File: config.mk
export PLATFORM = sky130hd
export DESIGN_NAME = odpm_div
export DESIGN_NICKNAME = d
export VERILOG_FILES = /design/src/hw/rtl/odpm_pkg.sv /design/src/hw/rtl/odpm_div.sv
export SDC_FILE = /design/constraint.sdc
export NUM_CORES = 1
export LEC_CHECK = 0
export ABC_AREA = 1
export BUFFER_PORTS_ARGS = -buffer_cell sky130_fd_sc_hd__buf_4
export CAP_MARGIN = 20
export CELL_PAD_IN_SITES_DETAIL_PLACEMENT = 1
export CELL_PAD_IN_SITES_GLOBAL_PLACEMENT = 1
export CORE_ASPECT_RATIO = 1.4
export CORE_MARGIN = 2
export CORE_UTILIZATION = 45
export DETAILED_ROUTE_END_ITERATION = 6
export PLACE_DENSITY = 0.78
export REMOVE_ABC_BUFFERS = 1
export SLEW_MARGIN = 25
export SYNTH_ARGS = -nofsm -noshare
export SYNTH_HDL_FRONTEND = slang
export SYNTH_SLANG_ARGS = --single-unit
File: constraint.sdc
create_clock -name clk -period 3.35 [get_ports clk]
set_clock_uncertainty 0.15 [all_clocks]
set_input_delay 0.5025 -clock clk [delete_from_list [all_inputs] [get_ports clk]]
set_output_delay 0.5025 -clock clk [all_outputs]
set_load 0.05 [all_outputs]
File: src/hw/rtl/odpm_pkg.sv
// ----------------------------------------------------------------------------
// odpm_pkg
// Shared types, constants and helpers for the ordered dither palette mapper.
// ----------------------------------------------------------------------------
package odpm_pkg;

  localparam int MapChannelBitsDefault = 5;
  localparam int ChanW = 8;
  localparam int PalChanW = 6;
  localparam int DistW = 20;     // 9 * 255^2 < 2^20
  localparam int KW = 6;         // dither ratio 0..63
  localparam int IdxW = 8;

  typedef enum logic [1:0] {
    OP_PIXEL = 2'd0,
    OP_MAP_WR = 2'd1,
    OP_PAL_WR = 2'd2,
    OP_NONE = 2'd3
  } opcode_t;

  localparam logic REG_OFFSET_X = 1'b0;
  localparam logic REG_OFFSET_Y = 1'b1;

  localparam logic [KW-1:0] K_MAX = 6'd63;

  typedef logic [3*ChanW-1:0] rgb_t;

  // 8x8 threshold pattern, indexed {row, col}
  localparam logic [5:0] BAYER [64] = '{
    6'd0,  6'd32, 6'd8,  6'd40, 6'd2,  6'd34, 6'd10, 6'd42,
    6'd48, 6'd16, 6'd56, 6'd24, 6'd50, 6'd18, 6'd58, 6'd26,
    6'd12, 6'd44, 6'd4,  6'd36, 6'd14, 6'd46, 6'd6,  6'd38,
    6'd60, 6'd28, 6'd52, 6'd20, 6'd62, 6'd30, 6'd54, 6'd22,
    6'd3,  6'd35, 6'd11, 6'd43, 6'd1,  6'd33, 6'd9,  6'd41,
    6'd51, 6'd19, 6'd59, 6'd27, 6'd49, 6'd17, 6'd57, 6'd25,
    6'd15, 6'd47, 6'd7,  6'd39, 6'd13, 6'd45, 6'd5,  6'd37,
    6'd63, 6'd31, 6'd55, 6'd23, 6'd61, 6'd29, 6'd53, 6'd21
  };

  // round(v*255/63): divide by 63 as multiply by 2^20/63 rounded up
  function automatic logic [ChanW-1:0] scale6(input logic [PalChanW-1:0] v);
    logic [13:0] x;
    logic [27:0] p;
    x = 14'({8'd0, v} * 14'd255 + 14'd31);
    p = 28'(x * 28'd16645);
    return p[27:20];
  endfunction

  // palette entry {r6,g6,b6} to scaled 8-bit rgb
  function automatic rgb_t pal_scale(input logic [3*PalChanW-1:0] e);
    return {scale6(e[17:12]), scale6(e[11:6]), scale6(e[5:0])};
  endfunction

endpackage

File: src/hw/rtl/odpm_div.sv
// ----------------------------------------------------------------------------
// odpm_div
// Pipelined restoring divider: k = min(63, 64*num/den), one bit per stage.
// ----------------------------------------------------------------------------
module odpm_div #(
  parameter int SIDE_W = 8
) (
  input  logic                       clk,
  input  logic                       rst,
  input  logic                       en,
  input  logic                       in_vld,
  input  logic [odpm_pkg::DistW-1:0] num,
  input  logic [odpm_pkg::DistW-1:0] den,
  input  logic [SIDE_W-1:0]          side_in,
  output logic                       out_vld,
  output logic [odpm_pkg::KW-1:0]    k,
  output logic [SIDE_W-1:0]          side_out,
  output logic                       busy
);
  import odpm_pkg::*;

  localparam int NStg = KW + 1;

  logic [NStg-1:0] vld;
  logic [DistW-1:0] rem [NStg];
  logic [DistW-1:0] dv [NStg];
  logic [KW-1:0] quo [NStg];
  logic [NStg-1:0] sat;
  logic [SIDE_W-1:0] side [NStg];

  // valid chain
  always_ff @(posedge clk) begin
    if (rst) begin
      vld <= '0;
    end else if (en) begin
      vld <= {vld[NStg-2:0], in_vld};
    end
  end

  // entry stage: ratio of 64 or more saturates
  always_ff @(posedge clk) begin
    if (en) begin
      rem[0] <= num;
      dv[0] <= den;
      quo[0] <= '0;
      sat[0] <= (num >= den);
      side[0] <= side_in;
    end
  end

  // one quotient bit per stage
  for (genvar s = 0; s < KW; s++) begin : g_stg
    logic [DistW:0] r2;
    assign r2 = {rem[s], 1'b0};
    always_ff @(posedge clk) begin
      if (en) begin
        if (r2 >= {1'b0, dv[s]}) begin
          rem[s+1] <= DistW'(r2 - {1'b0, dv[s]});
          quo[s+1] <= {quo[s][KW-2:0], 1'b1};
        end else begin
          rem[s+1] <= r2[DistW-1:0];
          quo[s+1] <= {quo[s][KW-2:0], 1'b0};
        end
        dv[s+1] <= dv[s];
        sat[s+1] <= sat[s];
        side[s+1] <= side[s];
      end
    end
  end

  assign out_vld = vld[NStg-1];
  assign k = sat[NStg-1] ? K_MAX : quo[NStg-1];
  assign side_out = side[NStg-1];
  assign busy = |vld;

endmodule

; Word-level counts from Yosys, hierarchy flattened
; Memories as Yosys holds them, arrays and structs flattened.
; Cells that the tools add are included.
[word_totals]
elab_cells = 89
ramBits = 378
n_memories = 4
reg_bits = 14
[mem_list]
columns = name, depth, width, rd, rd_ports_with_merged_regs, wr, line_no
row1 = dv, 7, 20, 6, 0, 7, odpm_div.sv:26  ; logic [DistW-1:0] dv [NStg];
row2 = rem, 7, 20, 6, 0, 7, odpm_div.sv:25  ; logic [DistW-1:0] rem [NStg];
row3 = side, 7, 8, 7, 0, 7, odpm_div.sv:29  ; logic [SIDE_W-1:0] side [NStg];
row4 = quo, 7, 6, 7, 0, 7, odpm_div.sv:27  ; logic [KW-1:0] quo [NStg];
[op_classes]
muxes = 51
bitwise_logic = 12
reduce_logical = 1
add_sub_neg = 6
n_lt_le_gt_ge = 7
[op_table]
columns = cell, count
row1 = 21-bit by 20-bit >= comparator with 1-bit output, 6
row2 = 20-bit 2-to-1 mux, 6
row3 = 20-bit subtractor, 6
row4 = 6-bit 2-to-1 mux, 7
row5 = 1-bit 2-to-1 mux, 38
row6 = 20-bit >= comparator, 1
row7 = 1-bit bitwise OR, 12
row8 = 7-bit OR reduction, 1

; Logic depth before layout (Yosys ltp)
; An unclocked memory read counts as a cell.
[logic_depth]
ltp_word = 6
mapped_depth = 15
ltp_nobuf = 14

; Least setup slack after synthesis
; Ideal clock, no wire load.
[synth_path]
path_type = register to register
from = memory rem[0][6]
to = memory rem[1][0] (data pin)
t_arrival_ns = 1.713
t_required_ns = 2.947
stages_incl_launch_ff = 13
setup_ns = 0.253
setup_slack_ns = 1.233
n_path_buf = 1
path_cell_list = edfxtp_1 -> ha_1 -> nand2_1 -> inv_1 -> a21oi_2 -> nor2_1 -> nor2_1 -> nand2_1 -> nand2_1 -> nand2_2 -> inv_2 -> buf_4 -> nor2_1
[synth_lines]
columns = element, line_no
row1 = from (decl), odpm_div.sv:25

==> impl_results.md <==
- Status: complete, no violations
- Slowest CP cell: edfxtp_1
- Fin Setup TNS: 0 ns
- Syn Inst Count: 2127
- FP Rows: roughly 90
- Synth Warn #: 0
- Clock transition at path regs: 0.06 ns
- DR vias/cell: 5.15
- Register area: 9850 um^2
- Synth Cell Area: 18900 um^2
- Worst EP arrival: 3.15 ns
- R2r setup slk: 0.33 ns
- Die area: 43700 um^2
- Worst IR drop on VDD: 0.000419 V
- # nets final: 2453
- H-tree depth: 2
- Setup bufs post-CTS: 0
- Cell Count Post-Placement: 2715
- RSZ-0062 raised after global routing: false
- Hold path endpoint: dv[0][2]
- Worst Tran Pin Value: 0.918 ns
- Finished Layout Cells: 2822
- Power, Total: around 14 mW
- Later-pin clock latency in the skew report: approximately 0.54 ns
- Core area: 41300 um^2
- # DRC: 0
- Fillers: 4824
- Pre-antenna DRT Iters: 6
- Post-DP HPWL: 40.6 mm
- Max incr delay on CP: 0.39 ns
- Hold Crit Start: den[2]
- Routability cong.: 0.894
- Dpl ws: 0.284 ns
- Synthesized area per cell: slightly below 9 um^2
- CP startpoint kind: flop
- Placed cell areas: roughly 20000 um^2
- Antenna Diode Count: 0
- Power Density: 655 nW/um^2
- Share of cells above drive strength 1: 7.62%
- RR Startpoint: rem[0][1]
- Number of antenna violations at the first check in global routing: 0
- Routed WL per cell: approximately 18 um
- Post-cts gate resize count: 0
- Min Tclk post-route: 3.02 ns
- Worst path cell trace: ha_1 > nand3_1 > nand3_1 > nand2_1 > nand2_1 > nand2_1 > nand2_1 > nand2_1 > nand2_2 > inv_2 > nand2_1 > nand2_1
- Total GRT Usage: roughly a quarter
- Final antenna-violating net count: 0
- Port buffer count: 67
- Clk root buf: clkbuf_16
- Yosys reg bits: 331
- Met3 WL post-DR: about 1 mm
- Clk buf depth: 3
- Async set or reset register ratio after synthesis: 0%
- Grt ovf: 0
- Die extent in x: 177 um
- Register-to-Register Path Depth: 12
- Register area share after synthesis: 52.1%
- CTS Buf Count: 36
- RR Endpoint: rem[1][6]
- FMAX: 0.332 GHz
- Slew Viols, Final: 0
- Total Wirelength: 51.1 mm
- Synth area leader: edfxtp_1
- Netlist cell types: 39
- Hold WC Path Type: in2reg
- Hold Vio Cnt, Final: 0
- Post-synth EDFFs: between 300 and 400
- Hold buffers post-CTS: 44
- Leakage: roughly 10 nW
- Area Overhead vs Synth: 14.4%
- Worst Path Max Fanout: 22
- Largest cells by area after synthesis: edfxtp_1 (51%), nand2_1 (15%), ha_1 (9.2%), inv_1 (6.7%), nand3_1 (2.5%)
- MaxCap Viol Count: 0
- Max-slew headroom: 38.8%
- Largest net degree at the start of global routing: 170
- Top Layer Used: met4
- Post-layout util: a little over half
- Drt first-iter violations: 488
- Crit end category: flop
- Worst hold path stage count: 1
- Critical Path RT: 3.49 ns
- Final-report setup violation count: 0
- Post-route setup slack: 0.333 ns
- Design area: between 20000 and 25000 um^2
- Crit-path most repeated cell: nand2_1
- Multi-input gate area: 7610 um^2
- Kind of critical path: reg2reg
- CTS sink cnt: 331
- Chip height: around 250 um
- Fin crit share: 90.0%
- Worst hold slack: 0.0195 ns
- CTS tree: yes
- M1 WL: 16.5 mm
- Top cell type's share of synthesized area: 51.1%
- First-pass GRT wire length: around 80 mm
- Initial Util: 45.8%
- Met2 WL: 29.6 mm
- Vias in the first global route: 16300
- Vias: between 10000 and 15000
- Num ports: just under 70
- Post-synth top flop: edfxtp_1
worst max path at each step:
stage                 endpoint       start
finish               rem[1][6]   rem[0][1]
global route         rem[1][6]   rem[0][1]
CTS                 rem[1][18]   rem[0][1]
detailed placement  rem[1][18]   rem[0][1]
global placement     rem[1][2]   rem[0][1]
floorplan           rem[5][11]  rem[4][10]
where the power goes:
part           switching, mW  total [mW]  internal [mW]  leakage [nW]
logic                   3.02        4.56           1.54          6.34
clock network           1.65        4.02           2.37         0.567
registers              0.301        5.60           5.30          3.23
metal layers:
layer | vias to the layer above | global-route usage (%)
met5 | - | 0
met4 | 0 | 16.7
met3 | 176 | 2.45
met2 | 236 | 50.3
met1 | 6969 | 20.0
li1 | 7145 | -
Yosys cell counts (6+ instances only):
| library cell | instances |
|---|---|
| buf_2 | 9 |
| nand2_1 | 744 |
| o21ai_0 | 39 |
| a21oi_1 | 95 |
| xor2_1 | 41 |
| nor4_1 | 6 |
| inv_2 | 10 |
| nand2_2 | 15 |
| nor3_1 | 21 |
| dfxtp_1 | 9 |
| ha_1 | 139 |
| nand4_1 | 14 |
| nand3_1 | 96 |
| o21bai_1 | 8 |
| inv_1 | 339 |
| xnor2_1 | 9 |
| clkbuf_1 | 7 |
| edfxtp_1 | 322 |
| nor2_1 | 124 |
| nand3b_1 | 32 |
| or2_2 | 7 |
cell families (layout without fill, tap and decap cells):
logic type      after synthesis  count (layout)  synth area share (%)
simple gates               1078            1078                  23.9
flops                       331             331                  52.1
xor+xnor                     50              50                  2.32
fa+ha+maj                   144             144                  9.73
compound gates              151             151                  4.29
buf+inv                     373             528                  7.66
cell usage in the layout (no fill, tap or decap), types with 3 or more instances in the layout:
master and n:
o21ai_0 39, clkinv_1 7, or2_2 7, nand3b_1 32
nand4_1 14, edfxtp_1 322, xnor2_1 9, fa_1 5
inv_1 339, clkbuf_16 36, nand2_1 744, nand2_2 15
dlygate4sd3_1 44, clkinv_2 4, nor2_4 3, nor2_1 124
nor2_2 5, bufinv_16 5, a21oi_1 95, clkbuf_1 5
inv_2 10, buf_4 69, o21bai_1 8, xor2_1 41
and2_1 3, nand3_1 96, ha_1 139, nor3_1 21
nor4_1 6, o21a_1 3, dfxtp_1 9
layout make-up:
class | instances | area share, %
clock inverters | 22 | 1.17
inverters | 349 | 6.06
repair buffers | 116 | 4.68
clock buffers | 41 | 4.25
well taps | 540 | 3.12
flip-flops and latches | 331 | 45.5
multi-input cells | 1423 | 35.2
critical path: cells and delay by family (launching register included):
kind | cells | cell delay, ns
DFF | 1 | 0.39
buffers and inverters | 1 | 0.29
adders and majority gates | 1 | 0.38
and+or+nand+nor | 10 | 1.55
sequential cells by signal, indices dropped and copies added, names as in the netlist:
register  flops
vld           7
dv          120
quo          21
side         56
sat           7
rem         120
Power figures use the tool's default switching activity.
