## config.mk

```make
export PLATFORM = sky130hd
export DESIGN_NAME = odpm_dist
export DESIGN_NICKNAME = d
export VERILOG_FILES = /design/src/hw/rtl/odpm_pkg.sv /design/src/hw/rtl/odpm_dist.sv
export SDC_FILE = /design/constraint.sdc
export NUM_CORES = 1
export LEC_CHECK = 0
export BUFFER_PORTS_ARGS = -buffer_cell sky130_fd_sc_hd__clkbuf_2
export CORE_MARGIN = 2
export CORE_UTILIZATION = 35
export CTS_CLUSTER_SIZE = 12
export DETAILED_ROUTE_END_ITERATION = 10
export RECOVER_POWER = 50
export SYNTH_ARGS = -nofsm -noshare
export SYNTH_HDL_FRONTEND = slang
export SYNTH_SLANG_ARGS = --single-unit
```

## constraint.sdc

```tcl
create_clock -name clk -period 7.4 [get_ports clk]
set_clock_uncertainty 0.1 [all_clocks]
set_input_delay 1.48 -clock clk [delete_from_list [all_inputs] [get_ports clk]]
set_output_delay 1.48 -clock clk [all_outputs]
set_load 0.01 [all_outputs]
```

## src/hw/rtl/odpm_pkg.sv

```systemverilog
// ----------------------------------------------------------------------------
// odpm_pkg
// Shared types, constants and helpers for the ordered dither palette mapper.
// ----------------------------------------------------------------------------
package odpm_pkg;

  localparam int MapChannelBitsDefault = 5;
  localparam int ChanW = 8;
  localparam int PalChanW = 6;
  localparam int DistW = 20;     // 9 * 255^2 < 2^20
  localparam int KW = 6;         // dither ratio 0..63
  localparam int IdxW = 8;

  typedef enum logic [1:0] {
    OP_PIXEL = 2'd0,
    OP_MAP_WR = 2'd1,
    OP_PAL_WR = 2'd2,
    OP_NONE = 2'd3
  } opcode_t;

  localparam logic REG_OFFSET_X = 1'b0;
  localparam logic REG_OFFSET_Y = 1'b1;

  localparam logic [KW-1:0] K_MAX = 6'd63;

  typedef logic [3*ChanW-1:0] rgb_t;

  // 8x8 threshold pattern, indexed {row, col}
  localparam logic [5:0] BAYER [64] = '{
    6'd0,  6'd32, 6'd8,  6'd40, 6'd2,  6'd34, 6'd10, 6'd42,
    6'd48, 6'd16, 6'd56, 6'd24, 6'd50, 6'd18, 6'd58, 6'd26,
    6'd12, 6'd44, 6'd4,  6'd36, 6'd14, 6'd46, 6'd6,  6'd38,
    6'd60, 6'd28, 6'd52, 6'd20, 6'd62, 6'd30, 6'd54, 6'd22,
    6'd3,  6'd35, 6'd11, 6'd43, 6'd1,  6'd33, 6'd9,  6'd41,
    6'd51, 6'd19, 6'd59, 6'd27, 6'd49, 6'd17, 6'd57, 6'd25,
    6'd15, 6'd47, 6'd7,  6'd39, 6'd13, 6'd45, 6'd5,  6'd37,
    6'd63, 6'd31, 6'd55, 6'd23, 6'd61, 6'd29, 6'd53, 6'd21
  };

  // round(v*255/63): divide by 63 as multiply by 2^20/63 rounded up
  function automatic logic [ChanW-1:0] scale6(input logic [PalChanW-1:0] v);
    logic [13:0] x;
    logic [27:0] p;
    x = 14'({8'd0, v} * 14'd255 + 14'd31);
    p = 28'(x * 28'd16645);
    return p[27:20];
  endfunction

  // palette entry {r6,g6,b6} to scaled 8-bit rgb
  function automatic rgb_t pal_scale(input logic [3*PalChanW-1:0] e);
    return {scale6(e[17:12]), scale6(e[11:6]), scale6(e[5:0])};
  endfunction

endpackage

```

## src/hw/rtl/odpm_dist.sv

```systemverilog
// ----------------------------------------------------------------------------
// odpm_dist
// Weighted colour distance 3*dr^2 + 4*dg^2 + 2*db^2, two register stages.
// ----------------------------------------------------------------------------
module odpm_dist (
  input  logic                  clk,
  input  logic                  en,
  input  odpm_pkg::rgb_t        col_a,
  input  odpm_pkg::rgb_t        col_b,
  output logic [odpm_pkg::DistW-1:0] wsum
);
  import odpm_pkg::*;

  logic [ChanW-1:0] ad [3];
  logic [2*ChanW-1:0] sq [3];

  // absolute channel differences
  always_comb begin
    for (int i = 0; i < 3; i++) begin
      if (col_a[i*ChanW +: ChanW] >= col_b[i*ChanW +: ChanW]) begin
        ad[i] = col_a[i*ChanW +: ChanW] - col_b[i*ChanW +: ChanW];
      end else begin
        ad[i] = col_b[i*ChanW +: ChanW] - col_a[i*ChanW +: ChanW];
      end
    end
  end

  // stage 1: squares; stage 2: weighted sum (index 2 red, 1 green, 0 blue)
  always_ff @(posedge clk) begin
    if (en) begin
      for (int i = 0; i < 3; i++) begin
        sq[i] <= {8'd0, ad[i]} * {8'd0, ad[i]};
      end
      wsum <= DistW'(3 * {4'd0, sq[2]}) + DistW'({4'd0, sq[1]} << 2)
            + DistW'({4'd0, sq[0]} << 1);
    end
  end

endmodule

```

# Word level (Yosys, flattened, before mapping)
# Memories as Yosys holds them, arrays and structs flattened.
# Cells that the tools add are included.
[op_classes]
add_sub_neg = 8
multipliers = 4
magnitude_cmp = 3
n_mux = 5
[ops]
columns = ["operator", "count"]
rows = [
  ["multiplier 8 x 8 -> 16 bit", 3],
  ["subtractor 8 bit", 6],
  [">= comparator 8 bit", 3],
  ["2-to-1 mux 8 bit", 3],
  ["adder 19 x 17 -> 20 bit", 1],
  ["adder 18 x 18 -> 19 bit", 1],
  ["multiplier 2 x 16 -> 18 bit (first input constant)", 1],
  ["2-to-1 mux 1 bit", 2],
]
[totals]
reg_bits = 20
ram_bits = 48
in_bits = 50
out_inout_bits = 20
elab_cells = 22
mem_count = 1
[mem_list]
columns = ["memory", "words", "width", "read_ports", "rd_ports_with_merged_regs", "wr", "line_no", "rtl"]
rows = [
  ["sq", 3, 16, 3, 0, 3, "odpm_dist.sv:15", "logic [2*ChanW-1:0] sq [3];"],
]

# Depth between registers and ports, before layout
# Gate-level depths: netlist of run 1.
[logic_depth]
depth_word = 3
ltp_mapped = 27
ltp_nobuf = 27

# Worst setup path before layout of run 1
# No wires, ideal clock.
[synth_path]
path_kind = "in2reg"
startpoint = "in col_a[16]"
endpoint = "mem sq[0][44] in the netlist's numbering (data pin)"
setup_ps = 158
arrival_time_ps = 7431
required_time_ps = 7142
path_slack_ps = -289
stages = 24
path_buffers = 1
path_cell_list = "inv_1 > ha_1 > inv_1 > fa_1 > a21o_1 > a21oi_2 > a31oi_1 > o211a_1 > or4_1 > buf_2 > or2_4 > inv_2 > fa_1 > fa_1 > inv_1 > fa_1 > fa_1 > inv_1 > ha_1 > o21a_1 > o31a_1 > o31ai_2 > or4b_2 > o211ai_1"
[synth_rtl]
columns = ["element", "line_no", "rtl"]
rows = [
  ["from (decl)", "odpm_dist.sv:8", "input odpm_pkg::rgb_t col_a,"],
  ["to (decl)", "odpm_dist.sv:15", ""],
]

==> results of run 1 <==
[placed cells by master (no fill, tap or decap), types with 12 or more instances in the layout]
cell type,n
o21ai_0,27
clkbuf_2,52
nand2_1,20
edfxtp_1,65
xnor2_1,49
buf_4,119
nor2_1,90
a21oi_1,56
or2_2,14
a21o_1,31
nand4_1,12
ha_1,153
inv_1,201
xor2_1,13
clkbuf_1,22
fa_1,108
[area by class of cell]
cell class	count	area [sq um]
fill	2795	16400
clock buffer	10	229
tap	384	480
timing repair buffer	193	1250
inverter	203	762
sequential	65	1950
clock inverter	5	23.8
multi-input combinational	758	7490
[critical path: stages]
cell      delay (ns)
clkbuf_2        0.09
inv_1           0.05
ha_1            0.15
inv_1           0.05
fa_2            0.34
a21o_1          0.19
a21oi_4         0.23
a31oi_4         0.11
o211a_1         0.24
or4_4           0.56
or2_1           0.26
fa_1            0.50
inv_1           0.07
fa_1            0.50
fa_1            0.54
inv_1           0.05
fa_1            0.53
inv_1           0.06
ha_4            0.23
or2_4           0.24
a21o_1          0.19
a31o_2          0.25
a21oi_2         0.14
xnor2_1         0.07
[stage by stage]
step / cell area (sq um) / cells / util (%) / worst slack [ns]
after global routing: 12200 / 1618 / 42.6 / -0.0337
after CTS: 12100 / 1617 / 42.4 / 0.172
final: 12200 / 1618 / 42.6 / 0.236
after global placement: 11900 / 1602 / 41.5 / -0.0885
after detailed placement: 11900 / 1602 / 41.5 / -0.170
after floorplan: 10200 / 1050 / - / 0.0488
[flip-flops by register name (all words and copies together), names as in the netlist]
| name | cells |
|---|---|
| wsum | 20 |
| sq | 45 |
[worst min-delay path by stage]
stage,start,end,slack (ns),cells after the start
floorplan,sq[0][32]$_DFFE_PP_,wsum[0]$_DFFE_PP_,0.33,0
CTS,sq[0][32]$_DFFE_PP_,wsum[0]$_DFFE_PP_,0.42,0
detailed placement,sq[0][32]$_DFFE_PP_,wsum[0]$_DFFE_PP_,0.41,0
global placement,sq[0][32]$_DFFE_PP_,wsum[0]$_DFFE_PP_,0.41,0
global route,sq[0][32]$_DFFE_PP_,wsum[0]$_DFFE_PP_,0.43,0
finish,sq[0][32]$_DFFE_PP_,wsum[0]$_DFFE_PP_,0.40,0
[cell families (layout without fill, tap and decap cells)]
kind of cell,count (synthesis),count (layout),synth area share [%]
adder cells (fa/ha/maj),264,264,40.6
buffers and inverters,227,411,8.72
AND/OR/NAND/NOR,209,209,10.1
AO/OA/AOI/OAI,196,196,12.8
XOR/XNOR,72,72,6.91
flip-flops,65,65,19.2
multiplexers,16,16,1.63
other,1,1,0.0369
[routing by layer]
| metal | global-route usage [%] | wire length [um] | vias up |
|---|---|---|---|
| met1 | 19.0 | 9490 | 3610 |
| li1 | - | - | 3858 |
| met2 | 24.5 | 9700 | 110 |
| met4 | 2.66 | 220 | 0 |
| met3 | 1.84 | 558 | 20 |
| met5 | 0 | 0 | - |
[repair_timing]
item,in CTS,in global routing
endpoints found under the setup margin,0,8
resized for setup,0,25
setup buffers,0,1
==> run_results.csv, run 1 <==
group,metric,value,unit
outcome,outcome,"finished, violations left",
outcome,violations,"capacitance limit, slew limit",
floorplan,rows,62,
floorplan,start_util,35.5,%
clock_network,clkSinkCount,65,
critical_path,critPathCapture,"sq[0][45]$_DFFE_PP_",
critical_path,reg2regPathDepth,10,
critical_path,startpoint_type,"input pin",
worst_hold_path,min_path_type,"reg2reg",
floorplan,die_h,174,um
route,postRouteAntennaNets,0,
critical_path,cp_data_required_time,7.39,ns
route,first_pass_iters,5,
synth,yosysMostFrequentCell,"inv_1",
clock_network,cts_tree,"yes",
floorplan,dieArea,0.0304,sq mm
clock_network,cts_hold_buf,0,
placement,dp_hpwl,17100,um
route,wire_per_inst,12.3,um
critical_path,worstSetupStartpoint,"col_a[16]",
grt,grt_pass1_vias,7852,
timing,maxSlewHeadroom,-134,%
critical_path,critPathCaptureType,"flop",
synth,yosysWarnings,0,
critical_path,cp_data_arrival_time,7.15,ns
synth,synth.avg_cell_area,9.68,sq um
route,dr.first_iter.drc_count,353,
synth,synth_largest_area_cell,"fa_1",
critical_path,critPathKind,"in2reg",
critical_path,crit_fanout,4,
timing,fmax,140,MHz
timing,hold_slack,0.401,ns
clock_network,cts.clk_slew.worst_paths,0.05,ns
timing,timing.final.crit_share,96.8,%
timing,worst_pin_slew,3.52,ns
synth,synth_edf_count,65,
synth,synthTopCellsByArea,"fa_1 21%, edfxtp_1 19%, ha_1 19%",
clock_network,cts-root-buf,"clkbuf_16",
run,cap_violations,1,
layout,syn2layout_area_growth,20.0,%
synth,synth-seq-cells,65,
critical_path,r2r_setup_slack,3.56,ns
grt,globalRouteOverflowTotal,0,
layout,drive_above_1_share,20.0,%
route,route.detailed.drc,0,
layout,fin_nets,1544,
synth,async_flop_share,0,%
grt,grt_max_degree,66,
synth,syn_area,0.0102,sq mm
critical_path,timing.rr.end,"wsum[19]$_DFFE_PP_",
route,totalWireLength,20000,um
synth,seq_area_frac_synth,19.2,%
timing,hold_viol,0,
clock_network,cts_buffers,9,
timing,setup_tns,0,ns
floorplan,die_w,174,um
floorplan,core-area,0.0286,sq mm
clock_network,clockBufferDepth,2,
grt,grtUsageTotal,14.1,%
critical_path,timing.rr.start,"sq[0][36]$_DFFE_PP_",
synth,syn-num-nets,1364,
grt,antenna_found_initial,0,
synth,synth_cell_types,65,
grt,grt_first_pass_wirelength,35900,um
synth,netlist_instances,1050,
timing,fin_crit,7.16,ns
layout,diodes,0,
timing,setup_viol_count_final,0,
clock_network,htree_num_levels,3,
synth,yosys_most_used_dff,"edfxtp_1",
timing,slew_violations,66,
floorplan,io_pins,70,
route,via_per_inst,4.70,
clock_network,clock_latency,0.34,ns
placement,numPortBuffers,69,
route,vias,7598,
synth,synth_common_cells,"201 x inv_1, 155 x ha_1, 109 x fa_1",
synth,synth_top_area_share,21.5,%
placement,gp_congestion,0.869,
Power of run 1 is left out: the tool's default activity adds up to more than one toggle a clock period on the data nets, which glitch-free logic cannot reach.
==> inputs of run 2 (changes only) <==
Clock period 7.4 ns to 6.2 ns, I/O delays scaled along.
==> run 2 against run 1 <==
  * Critical path type unchanged
  * Hold slack got worse by 0.033 ns
  * Count of clock-buffer cells in the layout fell by 1
  * Die area did not move
  * Critical endpoint is now sq[0][44]$_DFFE_PP_
  * Global-route usage rose by 0.78 points
  * First-iteration DRC count rose by 18%
  * Final area rose by 20%
  * Final cell count rose by 12%
  * The run ends with capacitance limit, slew limit, setup timing left
  * Non-clock buffer count rose by 187
  * Register-to-register slack got worse by 1.1 ns
  * Sequential share of layout area fell by 2.7 points
==> run_results.csv, run 2 (same netlist as run 1, synthesis figures left out) <==
group,metric,value,unit
outcome,outcome,"finished, violations left",
outcome,violations,"capacitance limit, slew limit, setup timing",
placement,dpl_cell_area,0.0133,sq mm
route,postRouteAntennaNets,0,
timing,fmax,146,MHz
layout,diodes,0,
layout,drive_above_1_share,40.5,%
layout,top_regs,"sq: 45 flops, wsum: 20 flops",
route,via_per_inst,4.61,
clock_network,cts-root-buf,"clkbuf_16",
worst_hold_path,whs_endpoint,"wsum[0]$_DFFE_PP_",
route,vias,8333,
worst_hold_path,whs_path_depth,0,
critical_path,startpoint_type,"input pin",
critical_path,cp_data_arrival_time,6.91,ns
placement,dp_hpwl,18500,um
clock_network,clockBufferDepth,2,
grt,antenna_found_initial,0,
worst_hold_path,min_path_type,"reg2reg",
clock_network,cts.clk_slew.worst_paths,0.06,ns
layout,final_area,0.0147,sq mm
floorplan,core-area,0.0286,sq mm
floorplan,rows,62,
floorplan,io_pins,70,
critical_path,reg2regPathDepth,10,
layout,fin_nets,1731,
layout,final_common_cell,"buf_4",
layout,layout_common_cells,"286 x buf_4, 165 x inv_1, 133 x ha_1",
timing,hold_viol,0,
floorplan,start_util,35.5,%
timing,setup_tns,-6.42,ns
layout,largest_register_ffs,45,
critical_path,timing.rr.end,"wsum[19]$_DFFE_PP_",
timing,fin_crit,6.83,ns
critical_path,worstSetupStartpoint,"col_a[16]",
route,dr.first_iter.drc_count,415,
route,first_pass_iters,6,
critical_path,crit_fanout,5,
critical_path,cp_data_required_time,6.28,ns
timing,setup_viol_count_final,22,
timing,timing.final.crit_share,110,%
worst_hold_path,worstHoldStart,"sq[0][32]$_DFFE_PP_",
floorplan,die_h,174,um
grt,globalRouteOverflowTotal,0,
clock_network,cts_hold_buf,0,
grt,grt_first_pass_wirelength,38000,um
layout,syn2layout_area_growth,44.2,%
clock_network,cts_tree,"yes",
grt,grtUsageTotal,14.9,%
timing,rsz0062_at_grt,"true",
critical_path,critPathKind,"in2reg",
layout,max_flop_register,"sq",
layout,multi_input_area,0.00829,sq mm
layout,final_core_util,51.2,%
placement,gp_congestion,0.864,
layout,num-fill-cells,2538,
floorplan,dieArea,0.0304,sq mm
timing,maxSlewHeadroom,-127,%
clock_network,clock_latency,0.34,ns
timing,slew_violations,66,
route,totalWireLength,22200,um
timing,setup_ws,-0.631,ns
route,wire_per_inst,12.3,um
critical_path,critPathCaptureType,"flop",
floorplan,die_w,174,um
grt,grt_pass1_vias,8603,
placement,numPortBuffers,69,
route,route.detailed.drc,0,
clock_network,htree_num_levels,3,
critical_path,timing.rr.start,"sq[0][3]$_DFFE_PP_",
layout,seq_area,0.00195,sq mm
grt,grt_max_degree,66,
run,cap_violations,1,
clock_network,clkSinkCount,65,
timing,worst_pin_slew,3.41,ns
clock_network,cts_buffers,9,
critical_path,r2r_setup_slack,2.50,ns
## run 2: per-layer routing
layer / GRT usage (%) / part of all wire, % / wire [um] / vias up
met2: 26.5 / 50 / 11100 / 127
met5: 0 / 0 / 0 / -
met3: 1.44 / 3.2 / 702 / 21
met1: 19.6 / 46 / 10200 / 3945
met4: 3.22 / 1.0 / 223 / 0
li1: - / - / - / 4240
## run 2: worst max path at each step
stage                                     end  slack [ns]  cells after the start
after floorplan           sq[0][44]$_DFFE_PP_       -0.76                     24
after global placement    sq[0][44]$_DFFE_PP_       -1.01                     24
after detailed placement  sq[0][44]$_DFFE_PP_       -1.13                     26
after CTS                 sq[0][44]$_DFFE_PP_       -0.63                     25
after global routing      sq[0][44]$_DFFE_PP_       -0.83                     25
final                     sq[0][44]$_DFFE_PP_       -0.63                     25
## run 2: repair_timing
action	CTS	global route
endpoints found under the setup margin	24	25
gates resized for setup	84	59
pin swaps	82	52
setup buffers	40	15
## run 2: layout make-up
type,instances,share of cell area [%]
inverters,203,5.45
clock buffers,9,1.54
flip-flops and latches,65,13.3
well taps,384,3.28
repair buffers,380,19.2
multi-input cells,758,56.5
clock inverters,7,0.640
## run 2: per-stage QoR
stage	worst slack [ns]	cells	hold WS (ns)
after floorplan	-0.758	1050	0.331
after global placement	-1.01	1740	0.338
after detailed placement	-1.13	1740	0.351
after CTS	-0.634	1792	0.365
after global routing	-0.827	1806	0.385
final	-0.631	1806	0.368
## run 2: critical path: stages
cell and delay (ns):
clkbuf_16 0.14, inv_12 0.04, ha_4 0.11, inv_2 0.04, fa_2 0.38, a21o_1 0.19, a21oi_4 0.17, buf_6 0.12
a31oi_4 0.08, o211a_1 0.22, or4_4 0.53, or2_4 0.28, fa_1 0.50, inv_2 0.05, fa_1 0.52, inv_1 0.05
fa_1 0.44, fa_1 0.50, inv_2 0.04, ha_4 0.21, o21a_1 0.10, o31a_1 0.14, o31ai_4 0.22, or4b_4 0.48
o211ai_1 0.10
Power of run 2 is left out for the same reason.
